[src/design/ecx_pkg.sv]
// Shared widths, bit positions, register codes and types of the encoder count extender.
package ecx_pkg;

	// Field widths of a sample and of a result beat.
	localparam int RAW_W    = 16;
	localparam int COUNT_W  = 32;
	localparam int GAIN_W   = 32;
	localparam int POS_W    = 64;
	localparam int STATUS_W = 6;
	localparam int SHOWN_W  = 5;
	localparam int CTRL_W   = 4;

	// Status flag bit positions.
	localparam int ST_EXT_LATCH = 3;
	localparam int ST_C_LATCH   = 4;
	localparam int ST_SET_DONE  = 5;

	// Control flag bit positions.
	localparam int CT_SET_RAW     = 0;
	localparam int CT_EN_C        = 1;
	localparam int CT_EN_EXT_POS  = 2;
	localparam int CT_EN_EXT_NEG  = 3;

	// Configuration port.
	localparam int CFG_ADDR_W = 3;
	localparam int CFG_DATA_W = 32;
	localparam logic signed [GAIN_W-1:0] GAIN_RESET = 32'sd65536;

	// Register index, taken from the word address.
	typedef enum logic [0:0] {
		REG_GAIN_FIRST  = 1'b0,
		REG_GAIN_SECOND = 1'b1
	} cfg_reg_t;

	// Gains handed from the register block to the datapath.
	typedef struct packed {
		logic signed [GAIN_W-1:0] first;
		logic signed [GAIN_W-1:0] second;
	} gains_t;

endpackage

[src/design/ecx_if.sv]
// Sample and result channel interfaces of the encoder count extender.
interface ecx_sample_if;
	logic                                 valid;
	logic                                 ready;
	logic                                 channel;
	logic                                 operational;
	logic signed [ecx_pkg::RAW_W-1:0]     raw_sample;
	logic signed [ecx_pkg::RAW_W-1:0]     raw_latched;
	logic        [ecx_pkg::STATUS_W-1:0]  status_flags;
	logic                                 clear_request;
	logic        [ecx_pkg::CTRL_W-1:0]    control_flags;

	modport source (
		output valid, channel, operational, raw_sample, raw_latched,
		       status_flags, clear_request, control_flags,
		input  ready
	);
	modport sink (
		input  valid, channel, operational, raw_sample, raw_latched,
		       status_flags, clear_request, control_flags,
		output ready
	);
endinterface

interface ecx_result_if;
	logic                                 valid;
	logic                                 ready;
	logic                                 channel_echo;
	logic signed [ecx_pkg::COUNT_W-1:0]   extended_count;
	logic signed [ecx_pkg::POS_W-1:0]     position;
	logic signed [ecx_pkg::RAW_W-1:0]     raw_shown;
	logic signed [ecx_pkg::RAW_W-1:0]     latch_shown;
	logic        [ecx_pkg::SHOWN_W-1:0]   status_out;
	logic        [ecx_pkg::CTRL_W-1:0]    control_out;

	modport source (
		output valid, channel_echo, extended_count, position, raw_shown,
		       latch_shown, status_out, control_out,
		input  ready
	);
	modport sink (
		input  valid, channel_echo, extended_count, position, raw_shown,
		       latch_shown, status_out, control_out,
		output ready
	);
endinterface

[src/design/ecx_cfg_regs.sv]
// APB-style register block holding the two per-channel position gains.
module ecx_cfg_regs (
	input  logic                              clk,
	input  logic                              arst_n,
	input  logic                              psel,
	input  logic                              penable,
	input  logic                              pwrite,
	input  logic [ecx_pkg::CFG_ADDR_W-1:0]    paddr,
	input  logic [ecx_pkg::CFG_DATA_W-1:0]    pwdata,
	output logic [ecx_pkg::CFG_DATA_W-1:0]    prdata,
	output logic                              pready,
	output ecx_pkg::gains_t                   gains
);
	import ecx_pkg::*;

	logic     wr_en;
	cfg_reg_t reg_sel;
	gains_t   gains_q;

	// Word address selects the register; the two low bits are byte offsets.
	assign reg_sel = cfg_reg_t'(paddr[CFG_ADDR_W-1:2]);
	assign pready  = 1'b1;
	assign wr_en   = psel && penable && pwrite && pready;

	// Register writes on the access cycle.
	always_ff @(posedge clk or negedge arst_n) begin
		if (!arst_n) begin
			gains_q.first  <= GAIN_RESET;
			gains_q.second <= GAIN_RESET;
		end else if (wr_en) begin
			unique case (reg_sel)
				REG_GAIN_FIRST:  gains_q.first  <= pwdata;
				REG_GAIN_SECOND: gains_q.second <= pwdata;
				default: ;
			endcase
		end
	end

	// Read data.
	always_comb begin
		unique case (reg_sel)
			REG_GAIN_FIRST:  prdata = gains_q.first;
			REG_GAIN_SECOND: prdata = gains_q.second;
			default:         prdata = '0;
		endcase
	end

	assign gains = gains_q;

endmodule

[src/design/encoder_count_extender_with_index_latch_core.sv]
// Top level of the encoder count extender with index latch.
//
// Each sample beat updates its channel's 16-bit raw count history and 32-bit extended count
// and produces exactly one result beat. The block takes a new sample in every clock cycle,
// for any mix of channels, while the result side does not stall it. An accepted sample
// passes the input register, while the count and latch logic works out the channel's
// new state, then the count register, while the signed 32 by 32 bit gain multiplication
// gives the Q48.16 position, and then the result register. Back-pressure on the result
// side stalls the pipeline stage by stage, and sample ready falls only when all three
// registers are full. The gains are set and read through an APB-style port at byte
// addresses 0 and 4 and must be written only while no sample is in flight. There is no
// start-up sweep: the per-channel state resets at once.
module encoder_count_extender_with_index_latch_core #(
	parameter int CHANNELS = 2
) (
	input  logic                              clk,
	input  logic                              arst_n,
	ecx_sample_if.sink                        samples,
	ecx_result_if.source                      results,
	input  logic                              psel,
	input  logic                              penable,
	input  logic                              pwrite,
	input  logic [ecx_pkg::CFG_ADDR_W-1:0]    paddr,
	input  logic [ecx_pkg::CFG_DATA_W-1:0]    pwdata,
	output logic [ecx_pkg::CFG_DATA_W-1:0]    prdata,
	output logic                              pready
);
	import ecx_pkg::*;

	localparam int CH_W = (CHANNELS > 1) ? $clog2(CHANNELS) : 1;

	gains_t gains;

	// Pipeline control.
	logic v_s1, v_s2, v_s3;
	logic acc, adv2, adv3;

	// Input register.
	logic                       ch_s1;
	logic                       oper_s1;
	logic signed [RAW_W-1:0]    raw_s1;
	logic signed [RAW_W-1:0]    latched_s1;
	logic [STATUS_W-1:0]        status_s1;
	logic                       clear_s1;
	logic [CTRL_W-1:0]          ctrl_s1;

	// Count register.
	logic                       ch_s2;
	logic signed [COUNT_W-1:0]  count_s2;
	logic signed [GAIN_W-1:0]   gain_s2;
	logic signed [RAW_W-1:0]    raw_shown_s2;
	logic signed [RAW_W-1:0]    latch_shown_s2;
	logic [SHOWN_W-1:0]         status_s2;
	logic [CTRL_W-1:0]          ctrl_s2;

	// Result register.
	logic                       ch_s3;
	logic signed [COUNT_W-1:0]  count_s3;
	logic signed [POS_W-1:0]    pos_s3;
	logic signed [RAW_W-1:0]    raw_shown_s3;
	logic signed [RAW_W-1:0]    latch_shown_s3;
	logic [SHOWN_W-1:0]         status_s3;
	logic [CTRL_W-1:0]          ctrl_s3;

	// Per-channel state.
	logic [RAW_W-1:0]           prev_raw_q    [CHANNELS];
	logic [COUNT_W-1:0]         count_q       [CHANNELS];
	logic                       needs_start_q [CHANNELS];
	logic                       was_running_q [CHANNELS];
	logic [RAW_W-1:0]           held_raw_q    [CHANNELS];
	logic [RAW_W-1:0]           held_latch_q  [CHANNELS];
	logic [SHOWN_W-1:0]         held_status_q [CHANNELS];

	// Next-state logic for the sample in the input register.
	logic [CH_W-1:0]            ch_idx;
	logic [RAW_W-1:0]           last;
	logic [RAW_W-1:0]           delta;
	logic [COUNT_W-1:0]         base;
	logic [COUNT_W-1:0]         count_next;
	logic [CTRL_W-1:0]          ctrl_next;
	logic [RAW_W-1:0]           held_raw_next;
	logic [RAW_W-1:0]           held_latch_next;
	logic                       zero_count;

	ecx_cfg_regs u_cfg (
		.clk     (clk),
		.arst_n  (arst_n),
		.psel    (psel),
		.penable (penable),
		.pwrite  (pwrite),
		.paddr   (paddr),
		.pwdata  (pwdata),
		.prdata  (prdata),
		.pready  (pready),
		.gains   (gains)
	);

	// Handshake: each stage moves on when the one after it is empty or moving too.
	assign adv3          = v_s2 && (!v_s3 || results.ready);
	assign adv2          = v_s1 && (!v_s2 || adv3);
	assign samples.ready = !v_s1 || adv2;
	assign acc           = samples.valid && samples.ready;

	always_ff @(posedge clk or negedge arst_n) begin
		if (!arst_n) begin
			v_s1 <= 1'b0;
			v_s2 <= 1'b0;
			v_s3 <= 1'b0;
		end else begin
			if (acc) begin
				v_s1 <= 1'b1;
			end else if (adv2) begin
				v_s1 <= 1'b0;
			end
			if (adv2) begin
				v_s2 <= 1'b1;
			end else if (adv3) begin
				v_s2 <= 1'b0;
			end
			if (adv3) begin
				v_s3 <= 1'b1;
			end else if (results.ready) begin
				v_s3 <= 1'b0;
			end
		end
	end

	// Input register capture.
	always_ff @(posedge clk) begin
		if (acc) begin
			ch_s1      <= samples.channel;
			oper_s1    <= samples.operational;
			raw_s1     <= samples.raw_sample;
			latched_s1 <= samples.raw_latched;
			status_s1  <= samples.status_flags;
			clear_s1   <= samples.clear_request;
			ctrl_s1    <= samples.control_flags;
		end
	end

	// Channel number beyond the channel count falls on the last channel.
	always_comb begin
		if (int'(ch_s1) < CHANNELS) begin
			ch_idx = CH_W'(ch_s1);
		end else begin
			ch_idx = CH_W'(CHANNELS - 1);
		end
	end

	// Count extension and latch handling; later events override the reference point.
	always_comb begin
		last       = prev_raw_q[ch_idx];
		ctrl_next  = ctrl_s1;
		zero_count = 1'b0;
		held_latch_next = held_latch_q[ch_idx];
		if (status_s1[ST_SET_DONE]) begin
			last = raw_s1;
			ctrl_next[CT_SET_RAW] = 1'b0;
		end
		if (!was_running_q[ch_idx]) begin
			last = raw_s1;
		end
		held_raw_next = ctrl_next[CT_SET_RAW] ? held_raw_q[ch_idx] : raw_s1;
		if (needs_start_q[ch_idx] || clear_s1) begin
			last = raw_s1;
			zero_count = 1'b1;
		end
		if (status_s1[ST_EXT_LATCH]) begin
			held_latch_next = latched_s1;
			last = latched_s1;
			zero_count = 1'b1;
			ctrl_next[CT_EN_EXT_POS] = 1'b0;
			ctrl_next[CT_EN_EXT_NEG] = 1'b0;
		end
		if (status_s1[ST_C_LATCH]) begin
			held_latch_next = latched_s1;
			last = latched_s1;
			zero_count = 1'b1;
			ctrl_next[CT_EN_C] = 1'b0;
		end
		delta      = raw_s1 - last;
		base       = zero_count ? '0 : count_q[ch_idx];
		count_next = base + {{(COUNT_W-RAW_W){delta[RAW_W-1]}}, delta};
	end

	// Channel state update as the sample leaves the input register.
	always_ff @(posedge clk or negedge arst_n) begin
		if (!arst_n) begin
			for (int i = 0; i < CHANNELS; i++) begin
				prev_raw_q[i]    <= '0;
				count_q[i]       <= '0;
				needs_start_q[i] <= 1'b1;
				was_running_q[i] <= 1'b0;
				held_raw_q[i]    <= '0;
				held_latch_q[i]  <= '0;
				held_status_q[i] <= '0;
			end
		end else if (adv2) begin
			if (!oper_s1) begin
				was_running_q[ch_idx] <= 1'b0;
			end else begin
				prev_raw_q[ch_idx]    <= raw_s1;
				count_q[ch_idx]       <= count_next;
				needs_start_q[ch_idx] <= 1'b0;
				was_running_q[ch_idx] <= 1'b1;
				held_raw_q[ch_idx]    <= held_raw_next;
				held_latch_q[ch_idx]  <= held_latch_next;
				held_status_q[ch_idx] <= status_s1[SHOWN_W-1:0];
			end
		end
	end

	// Count register: a sample that is not operational shows the held values.
	always_ff @(posedge clk) begin
		if (adv2) begin
			ch_s2   <= ch_s1;
			gain_s2 <= ch_s1 ? gains.second : gains.first;
			if (oper_s1) begin
				count_s2       <= count_next;
				raw_shown_s2   <= held_raw_next;
				latch_shown_s2 <= held_latch_next;
				status_s2      <= status_s1[SHOWN_W-1:0];
				ctrl_s2        <= ctrl_next;
			end else begin
				count_s2       <= count_q[ch_idx];
				raw_shown_s2   <= held_raw_q[ch_idx];
				latch_shown_s2 <= held_latch_q[ch_idx];
				status_s2      <= held_status_q[ch_idx];
				ctrl_s2        <= ctrl_s1;
			end
		end
	end

	// Result register with the gain multiplication.
	always_ff @(posedge clk) begin
		if (adv3) begin
			ch_s3          <= ch_s2;
			count_s3       <= count_s2;
			pos_s3         <= count_s2 * gain_s2;
			raw_shown_s3   <= raw_shown_s2;
			latch_shown_s3 <= latch_shown_s2;
			status_s3      <= status_s2;
			ctrl_s3        <= ctrl_s2;
		end
	end

	assign results.valid          = v_s3;
	assign results.channel_echo   = ch_s3;
	assign results.extended_count = count_s3;
	assign results.position       = pos_s3;
	assign results.raw_shown      = raw_shown_s3;
	assign results.latch_shown    = latch_shown_s3;
	assign results.status_out     = status_s3;
	assign results.control_out    = ctrl_s3;

	// A clear without latch events starts the count at zero.
	a_clear_zeroes: assert property (@(posedge clk) disable iff (!arst_n)
		adv2 && oper_s1 && clear_s1 && !status_s1[ST_EXT_LATCH] && !status_s1[ST_C_LATCH]
		|=> count_s2 == '0)
		else $error("clear request did not zero the extended count");

	// After an operational beat its channel no longer waits for a start.
	a_start_done: assert property (@(posedge clk) disable iff (!arst_n)
		adv2 && oper_s1 |=> !needs_start_q[$past(ch_idx)] && was_running_q[$past(ch_idx)])
		else $error("channel start flags not updated by an operational beat");

	// Sample ready only falls with the whole pipeline full.
	a_ready_full: assert property (@(posedge clk) disable iff (!arst_n)
		!samples.ready |-> v_s1 && v_s2 && v_s3 && !results.ready)
		else $error("sample ready low while the pipeline has room");

	// A stalled count stage holds its beat.
	a_s2_hold: assert property (@(posedge clk) disable iff (!arst_n)
		v_s2 && !adv3 && !adv2 |=> v_s2 && $stable(count_s2) && $stable(ch_s2))
		else $error("count stage changed while stalled");

endmodule
[src/flat_wrapper.sv]
// flat-port wrapper written by rule: the top's interface ports become plain ports
module encoder_count_extender_with_index_latch_core_flat import ecx_pkg::*;
#(
	parameter int CHANNELS = 2
)
  (clk, arst_n, psel, penable, pwrite, paddr, pwdata, prdata, pready, samples_valid, samples_channel, samples_operational, samples_raw_sample, samples_raw_latched, samples_status_flags, samples_clear_request, samples_control_flags, samples_ready, results_valid, results_channel_echo, results_extended_count, results_position, results_raw_shown, results_latch_shown, results_status_out, results_control_out, results_ready);
  ecx_sample_if samples_i ();
  ecx_result_if results_i ();
  input  logic clk;
  input  logic arst_n;
  input  logic psel;
  input  logic penable;
  input  logic pwrite;
  input  logic [ecx_pkg::CFG_ADDR_W-1:0] paddr;
  input  logic [ecx_pkg::CFG_DATA_W-1:0] pwdata;
  output logic [ecx_pkg::CFG_DATA_W-1:0] prdata;
  output logic pready;
  input wire logic [$bits(samples_i.valid)-1:0] samples_valid;
  input wire logic [$bits(samples_i.channel)-1:0] samples_channel;
  input wire logic [$bits(samples_i.operational)-1:0] samples_operational;
  input wire logic [$bits(samples_i.raw_sample)-1:0] samples_raw_sample;
  input wire logic [$bits(samples_i.raw_latched)-1:0] samples_raw_latched;
  input wire logic [$bits(samples_i.status_flags)-1:0] samples_status_flags;
  input wire logic [$bits(samples_i.clear_request)-1:0] samples_clear_request;
  input wire logic [$bits(samples_i.control_flags)-1:0] samples_control_flags;
  output wire logic [$bits(samples_i.ready)-1:0] samples_ready;
  output wire logic [$bits(results_i.valid)-1:0] results_valid;
  output wire logic [$bits(results_i.channel_echo)-1:0] results_channel_echo;
  output wire logic [$bits(results_i.extended_count)-1:0] results_extended_count;
  output wire logic [$bits(results_i.position)-1:0] results_position;
  output wire logic [$bits(results_i.raw_shown)-1:0] results_raw_shown;
  output wire logic [$bits(results_i.latch_shown)-1:0] results_latch_shown;
  output wire logic [$bits(results_i.status_out)-1:0] results_status_out;
  output wire logic [$bits(results_i.control_out)-1:0] results_control_out;
  input wire logic [$bits(results_i.ready)-1:0] results_ready;
  assign samples_i.valid = samples_valid;
  assign samples_i.channel = samples_channel;
  assign samples_i.operational = samples_operational;
  assign samples_i.raw_sample = samples_raw_sample;
  assign samples_i.raw_latched = samples_raw_latched;
  assign samples_i.status_flags = samples_status_flags;
  assign samples_i.clear_request = samples_clear_request;
  assign samples_i.control_flags = samples_control_flags;
  assign samples_ready = samples_i.ready;
  assign results_valid = results_i.valid;
  assign results_channel_echo = results_i.channel_echo;
  assign results_extended_count = results_i.extended_count;
  assign results_position = results_i.position;
  assign results_raw_shown = results_i.raw_shown;
  assign results_latch_shown = results_i.latch_shown;
  assign results_status_out = results_i.status_out;
  assign results_control_out = results_i.control_out;
  assign results_i.ready = results_ready;
  encoder_count_extender_with_index_latch_core #(.CHANNELS(CHANNELS)) u_core (.clk(clk), .arst_n(arst_n), .samples(samples_i), .results(results_i), .psel(psel), .penable(penable), .pwrite(pwrite), .paddr(paddr), .pwdata(pwdata), .prdata(prdata), .pready(pready));
endmodule
[config.mk]
export PLATFORM = sky130hd
export DESIGN_NAME = encoder_count_extender_with_index_latch_core_flat
export DESIGN_NICKNAME = d
export VERILOG_FILES = /design/src/design/ecx_pkg.sv /design/src/design/ecx_if.sv /design/src/design/ecx_cfg_regs.sv /design/src/design/encoder_count_extender_with_index_latch_core.sv /design/src/flat_wrapper.sv
export SDC_FILE = /design/constraint.sdc
export NUM_CORES = 2
export LEC_CHECK = 0
export ABC_AREA = 1
export BUFFER_PORTS_ARGS = -buffer_cell sky130_fd_sc_hd__buf_2
export CAP_MARGIN = 20
export CORE_MARGIN = 8
export CORE_UTILIZATION = 30
export CTS_BUF_LIST = sky130_fd_sc_hd__clkbuf_4 sky130_fd_sc_hd__clkbuf_8
export CTS_CLUSTER_SIZE = 20
export DETAILED_ROUTE_END_ITERATION = 6
export SETUP_SLACK_MARGIN = 0.5
export SYNTH_ARGS = -nofsm -noshare
export SYNTH_HDL_FRONTEND = slang
export SYNTH_SLANG_ARGS = --single-unit
[constraint.sdc]
create_clock -name clk -period 13.8 [get_ports clk]
set_input_delay 1.38 -clock clk [delete_from_list [all_inputs] [get_ports clk]]
set_output_delay 1.38 -clock clk [all_outputs]
set_load 0.02 [all_outputs]
# [After elaboration in Yosys (flattened, before gate mapping)]
# Index checks and enable logic that the tools add are counted.
[classes] n_addsub=2 multipliers=1 order_cmp=2 muxes=63 bitwise_logic=6 reduce_logical=19
[op_table] cell="16-bit 2-to-1 mux" n=20
[op_table] cell="32-bit 2-to-1 mux" n=7
[op_table] cell="32-bit bitwise mux" n=3
[op_table] cell="64-bit bitwise mux" n=1
[op_table] cell="32-bit by 32-bit multiplier with 64-bit output" n=1
[op_table] cell="32-bit one-hot mux with 2 select lines" n=1
[op_table] cell="32-bit adder" n=1
[op_table] cell="32-bit demux with 1-bit select" n=1
[op_table] cell="5-bit 2-to-1 mux" n=5
[op_table] cell="1-bit 2-to-1 mux" n=18
[op_table] cell="16-bit demux with 1-bit select" n=1
[op_table] cell="16-bit subtractor" n=1
[op_table] cell="10-bit bitwise mux" n=1
[op_table] cell="1-bit logical AND" n=6
[op_table] cell="2-bit AND reduction" n=3
[op_table] cell="2-bit nonzero test" n=3
[op_table] cell="5-bit demux with 1-bit select" n=1
[op_table] cell="2-bit AND" n=2
[op_table] cell="1-bit logical OR" n=4
[op_table] cell="2-bit 2-to-1 mux" n=2
[op_table] cell="4-bit 2-to-1 mux" n=1
[op_table] cell="1-bit logical NOT" n=3
[op_table] cell="2-bit greater-or-equal comparator, second input constant" n=1
[op_table] cell="2-bit by 1-bit < comparator with 1-bit output, second input constant" n=1
[op_table] cell="other kinds (5)" n=5
[totals] regBits=530 out_inout_bits=173 word_cells=133

# [Depth between registers and ports, before layout]
[depth] depth_word=12 ltp_mapped=33 ltp_nobuf=32

# [Cells and area by module]
# Synthesis repeated with hierarchy kept, for this count alone.
[hier_totals] cells_unflattened=7307 hier_area_um2=61980.7
[by_module_without_submodules] module="encoder_count_extender_with_index_latch_core" n_inst=1 cells_per_inst=6921 area_per_inst_um2=58960.3
[by_module_without_submodules] module="ecx_cfg_regs" n_inst=1 cells_per_inst=386 area_per_inst_um2=3020.4

# [Worst setup path before layout]
# Ideal clock, no wire load.
[synth_path] path_kind="input to register" start="input results_ready" end="register u_core.ch_s3, in the netlist u_core.results.channel_echo (enable)" setup_time_ns=0.681 arrival_ns=8.024 t_required_ns=13.119 setup_slack_ns=5.095 cell_stages=2 n_path_buf=0 cell_sequence="inv_1 > a21oi_1"
[synth_via] elab_chain_cells=2
[synth_rtl] element="from (decl)" line_no="flat_wrapper.sv:35" rtl="input wire logic [$bits(results_i.ready)-1:0] results_ready;"
[synth_rtl] element="1-bit logical OR" line_no="encoder_count_extender_with_index_latch_core.sv:99" rtl="assign adv3 = v_s2 && (!v_s3 || results.ready);"
[synth_rtl] element="1-bit logical AND" line_no="encoder_count_extender_with_index_latch_core.sv:99"
[synth_rtl] element="net u_core.adv3" line_no="encoder_count_extender_with_index_latch_core.sv:36" rtl="logic acc, adv2, adv3;"
[synth_rtl] element="to (signal assigned)" line_no="encoder_count_extender_with_index_latch_core.sv:237" rtl="ch_s3 <= ch_s2;"
[synth_rtl] element="to (decl)" line_no="encoder_count_extender_with_index_latch_core.sv:57" rtl="logic ch_s3;"
# The timed path passes the listed nets, and every way through them passes these cells.
# A chain may end at the register's enable or synchronous reset.

# [Final worst setup path]
[layout_path] start="register u_core.count_s2[31]" end="register u_core.pos_s3[63], in the netlist u_core.results.position[63], data pin"
[layout_via] elab_chain_cells=1
[layout_rtl] element="from (decl)" line_no="encoder_count_extender_with_index_latch_core.sv:49" rtl="logic signed [COUNT_W-1:0] count_s2;"
[layout_rtl] element="from (signal assigned)" line_no="encoder_count_extender_with_index_latch_core.sv:219" rtl="count_s2 <= count_next;"
[layout_rtl] element="from (signal assigned)" line_no="encoder_count_extender_with_index_latch_core.sv:225" rtl="count_s2 <= count_q[ch_idx];"
[layout_rtl] element="32-bit by 32-bit multiplier with 64-bit output" line_no="encoder_count_extender_with_index_latch_core.sv:239" rtl="pos_s3 <= count_s2 * gain_s2;"
[layout_rtl] element="to (signal assigned)" line_no="encoder_count_extender_with_index_latch_core.sv:239"
[layout_rtl] element="to (decl)" line_no="encoder_count_extender_with_index_latch_core.sv:59" rtl="logic signed [POS_W-1:0] pos_s3;"
# Every way passes these cells.

==> results_dict.tcl <==
set metrics [dict create \
    status "finished, final reports clean" \
    cts_setup_buffers 0 \
    setup_tns_ns 0 \
    worstSkewPairLatency_ns 0.84 \
    vias_per_cell 4.649 \
    start_util 0.3018 \
    hold_viol_final 0 \
    clkTransAtPathRegs_ns 0.07 \
    layout-drive-gt1-share 0.07640 \
    synth_area_um2 61730 \
    fmax_mhz 117.4 \
    wl_um 180100 \
    route.met3.wl_um 13690 \
    async_reset_ff_frac 0.4547 \
    cts_tree "built" \
    start_kind "register" \
    required_ns 14.35 \
    num-fill-cells 21217 \
    arrival_ns 9.07 \
    htree_levels 3 \
    yosysTopAreaCell "fa_1" \
    drtIter0Drc 3526 \
    antenna_found_initial 10 \
    die-area_um2 220600 \
    synth.top_cell.area_share 0.3515 \
    ys_warn_count 0 \
    hpwl_um 138400 \
    gp_congestion 0.9522 \
    clk_path_buf_depth 3 \
    dr.pass1.iters 6 \
    period_share 0.6175 \
    final.setup_skew_ns 0.07560 \
    syn_nets 8671 \
    grt_use_total 0.1626 \
    numClockSinks 530 \
    relSlewSlack 0.2832 \
    ys_ff_latch 530 \
    seq_area_frac_synth 0.2383 \
    wl_met2_um 83000 \
    hp-class "register to register" \
    wl_met1_um 77760 \
    port_buffers 256 \
    cts_hold_buf 0 \
    cp-end-kind "register" \
    vias 47317 \
    final-setup-viol-count 0 \
    rsz0062_at_grt "no" \
    gr-total-overflow 0 \
    synth-edff-count 289 \
    area_growth_pct 10.33 \
    cp_max_fo 33 \
    highest_layer "met5" \
    synth.area.top_cells "fa_1 (35%), edfxtp_1 (14%), nand2_1 (12%)" \
    syn_area_per_cell_um2 8.492 \
    drc 0 \
    core_area_um2 204600 \
    synth_ff_type "edfxtp_1" \
    cts_made_buffers 96 \
    num_io_pins 260 \
    path_class "register to register" \
    finalMaxSlewViolations 0 \
    synth_cell_type_count 50 \
    grt_max_degree 207 \
    die_w_um 469.6 \
    ant_nets 0 \
    clockRootBuffer "clkbuf_8" \
    fp.dieH_um 469.6 \
    cts_resized 0 \
    syn_inst 7270 \
    rows 166 \
    wire_per_inst_um 17.70 \
    min_period_ns 8.521 \
    worstMarginPinSlew_ns 1.073 \
    grt_pass1_vias 50854 \
    maxCapViolCount 0 \
    fin_nets 8810 \
    grt_first_pass_wirelength_um 287000 \
]
cells in the mapped netlist (8+ instances only):
cell type,count
nand2_1,2044
inv_1,1816
fa_1,1084
o21ai_0,396
edfxtp_1,289
nor2_1,266
clkbuf_1,249
dfrtp_1,237
ha_1,230
nand3_1,153
a21oi_1,145
xor2_1,60
buf_2,33
o21ai_1,26
nand4_1,25
o21bai_1,19
or2_2,19
xnor2_1,16
a211oi_1,15
a21boi_1,15
nor3_1,15
mux2i_1,13
a21o_1,9
nand3b_1,9
nand2_2,8
state kept, by name, indices dropped and copies added, names as in the netlist, 6 cells and up, named ones only:
signal,cells
u_core.count_q,64
u_core.count_s2,32
u_core.gain_s2,32
u_core.held_latch_q,32
u_core.held_raw_q,32
u_core.held_status_q,10
u_core.latch_shown_s2,16
u_core.latched_s1,16
u_core.prev_raw_q,32
u_core.raw_s1,16
u_core.raw_shown_s2,16
u_core.results.extended_count,32
u_core.results.latch_shown,16
u_core.results.position,64
u_core.results.raw_shown,16
u_core.status_s1,6
u_core.u_cfg.gains,64
cells by family after synthesis:
kind of cell / after synthesis / synth area share
and+or+nand+nor: 2570 / 0.1643
buffers and inverters: 2122 / 0.1308
adders and majority gates: 1314 / 0.3981
AOI/OAI and AO/OA: 644 / 0.05551
DFF: 530 / 0.2383
xor gates and xnor gates: 76 / 0.01078
muxes: 13 / 0.002108
other: 1 / 0.00006074
critical path, cell delays in order, from the launching register on:
cell and delay, ns:
edfxtp_1 0.32, buf_4 0.45, nand2_1 0.17, inv_1 0.17, fa_1 0.46, fa_1 0.49, fa_1 0.75, fa_1 1.02
inv_1 0.42, fa_1 0.59, inv_1 0.06, fa_1 0.54, inv_1 0.05, fa_1 0.47, inv_1 0.05, fa_1 0.45
ha_1 0.48, nand2_1 0.16, nor2_1 0.16, inv_1 0.08, nor2_1 0.11, inv_1 0.10, nor4_1 0.27, nand2_1 0.22
nand4_1 0.15, nand2_1 0.07
layer usage:
layer | global-route usage | up-vias
li1 | - | 21568
met1 | 0.2156 | 23674
met2 | 0.2673 | 1699
met3 | 0.03309 | 370
met4 | 0.05199 | 6
met5 | 0 | -
final cells by class:
| cell class | instances | area [um2] | area share |
|---|---|---|---|
| clock buffers | 132 | 1673 | 0.02456 |
| well taps | 2688 | 3363 | 0.04938 |
| clock inverters | 44 | 563.0 | 0.008266 |
| multi-input cells | 4618 | 38960 | 0.5721 |
| flip-flops and latches | 530 | 14710 | 0.2160 |
| diodes | 2 | 5.005 | 0.00007348 |
| repair buffers | 341 | 1987 | 0.02917 |
| inverters | 1822 | 6842 | 0.1004 |
path summary, 6_finish.rpt:
check,to,slack (ns),from,cells past startpoint
max,u_core.results.position[63]$_DFFE_PP_,5.28,u_core.count_s2[31]$_DFFE_PP_,25
min,u_core.results.raw_shown[14]$_DFFE_PP_,0.42,u_core.raw_shown_s2[14]$_DFFE_PP_,0
max reg2reg,u_core.results.position[63]$_DFFE_PP_,5.28,u_core.count_s2[31]$_DFFE_PP_,25
min reg2reg,u_core.results.raw_shown[14]$_DFFE_PP_,0.42,u_core.raw_shown_s2[14]$_DFFE_PP_,0
max in group asynchronous,u_core.count_q[21]$_DFFE_PN0P_,10.81,arst_n,3
min in group asynchronous,u_core.results.valid$_DFFE_PN0P_,0.54,arst_n,1
placed cells by master (no fill, tap or decap), types with 4 or more instances in the layout:
cell        instances
nand2_1          2042
inv_1            1814
fa_1             1084
o21ai_0           396
edfxtp_1          289
nor2_1            265
buf_2             255
dfrtp_1           237
ha_1              230
nand3_1           153
a21oi_1           144
clkbuf_8          109
buf_4              81
xor2_1             60
o21ai_1            26
nand4_1            25
clkbuf_4           23
or2_2              19
o21bai_1           19
xnor2_1            16
a211oi_1           15
a21boi_1           15
nor3_1             15
mux2i_1            13
clkinv_2           12
nand2_2            10
bufinv_16          10
a21o_1              9
nand3b_1            9
clkinv_1            9
nor2_2              7
inv_2               6
a31oi_1             6
clkinvlp_4          6
nor4_1              5
nor2_4              4
dfstp_2             4
through the flow:
step	std cells	instance area [um2]	hold slack (ns)	setup WS, ns	util
final	10177	68110	0.4174	5.279	0.3329
after global routing	10177	68110	0.4160	4.675	0.3329
after CTS	10172	68040	0.4177	5.191	0.3326
after detailed placement	9996	65800	0.4056	5.203	0.3216
after global placement	9996	65800	0.4027	5.277	0.3216
after floorplan	7270	61730	0.4003	5.095	-
Power is not shown: default switching activity piles up to over one toggle a cycle in this logic, so the estimate is an artifact.
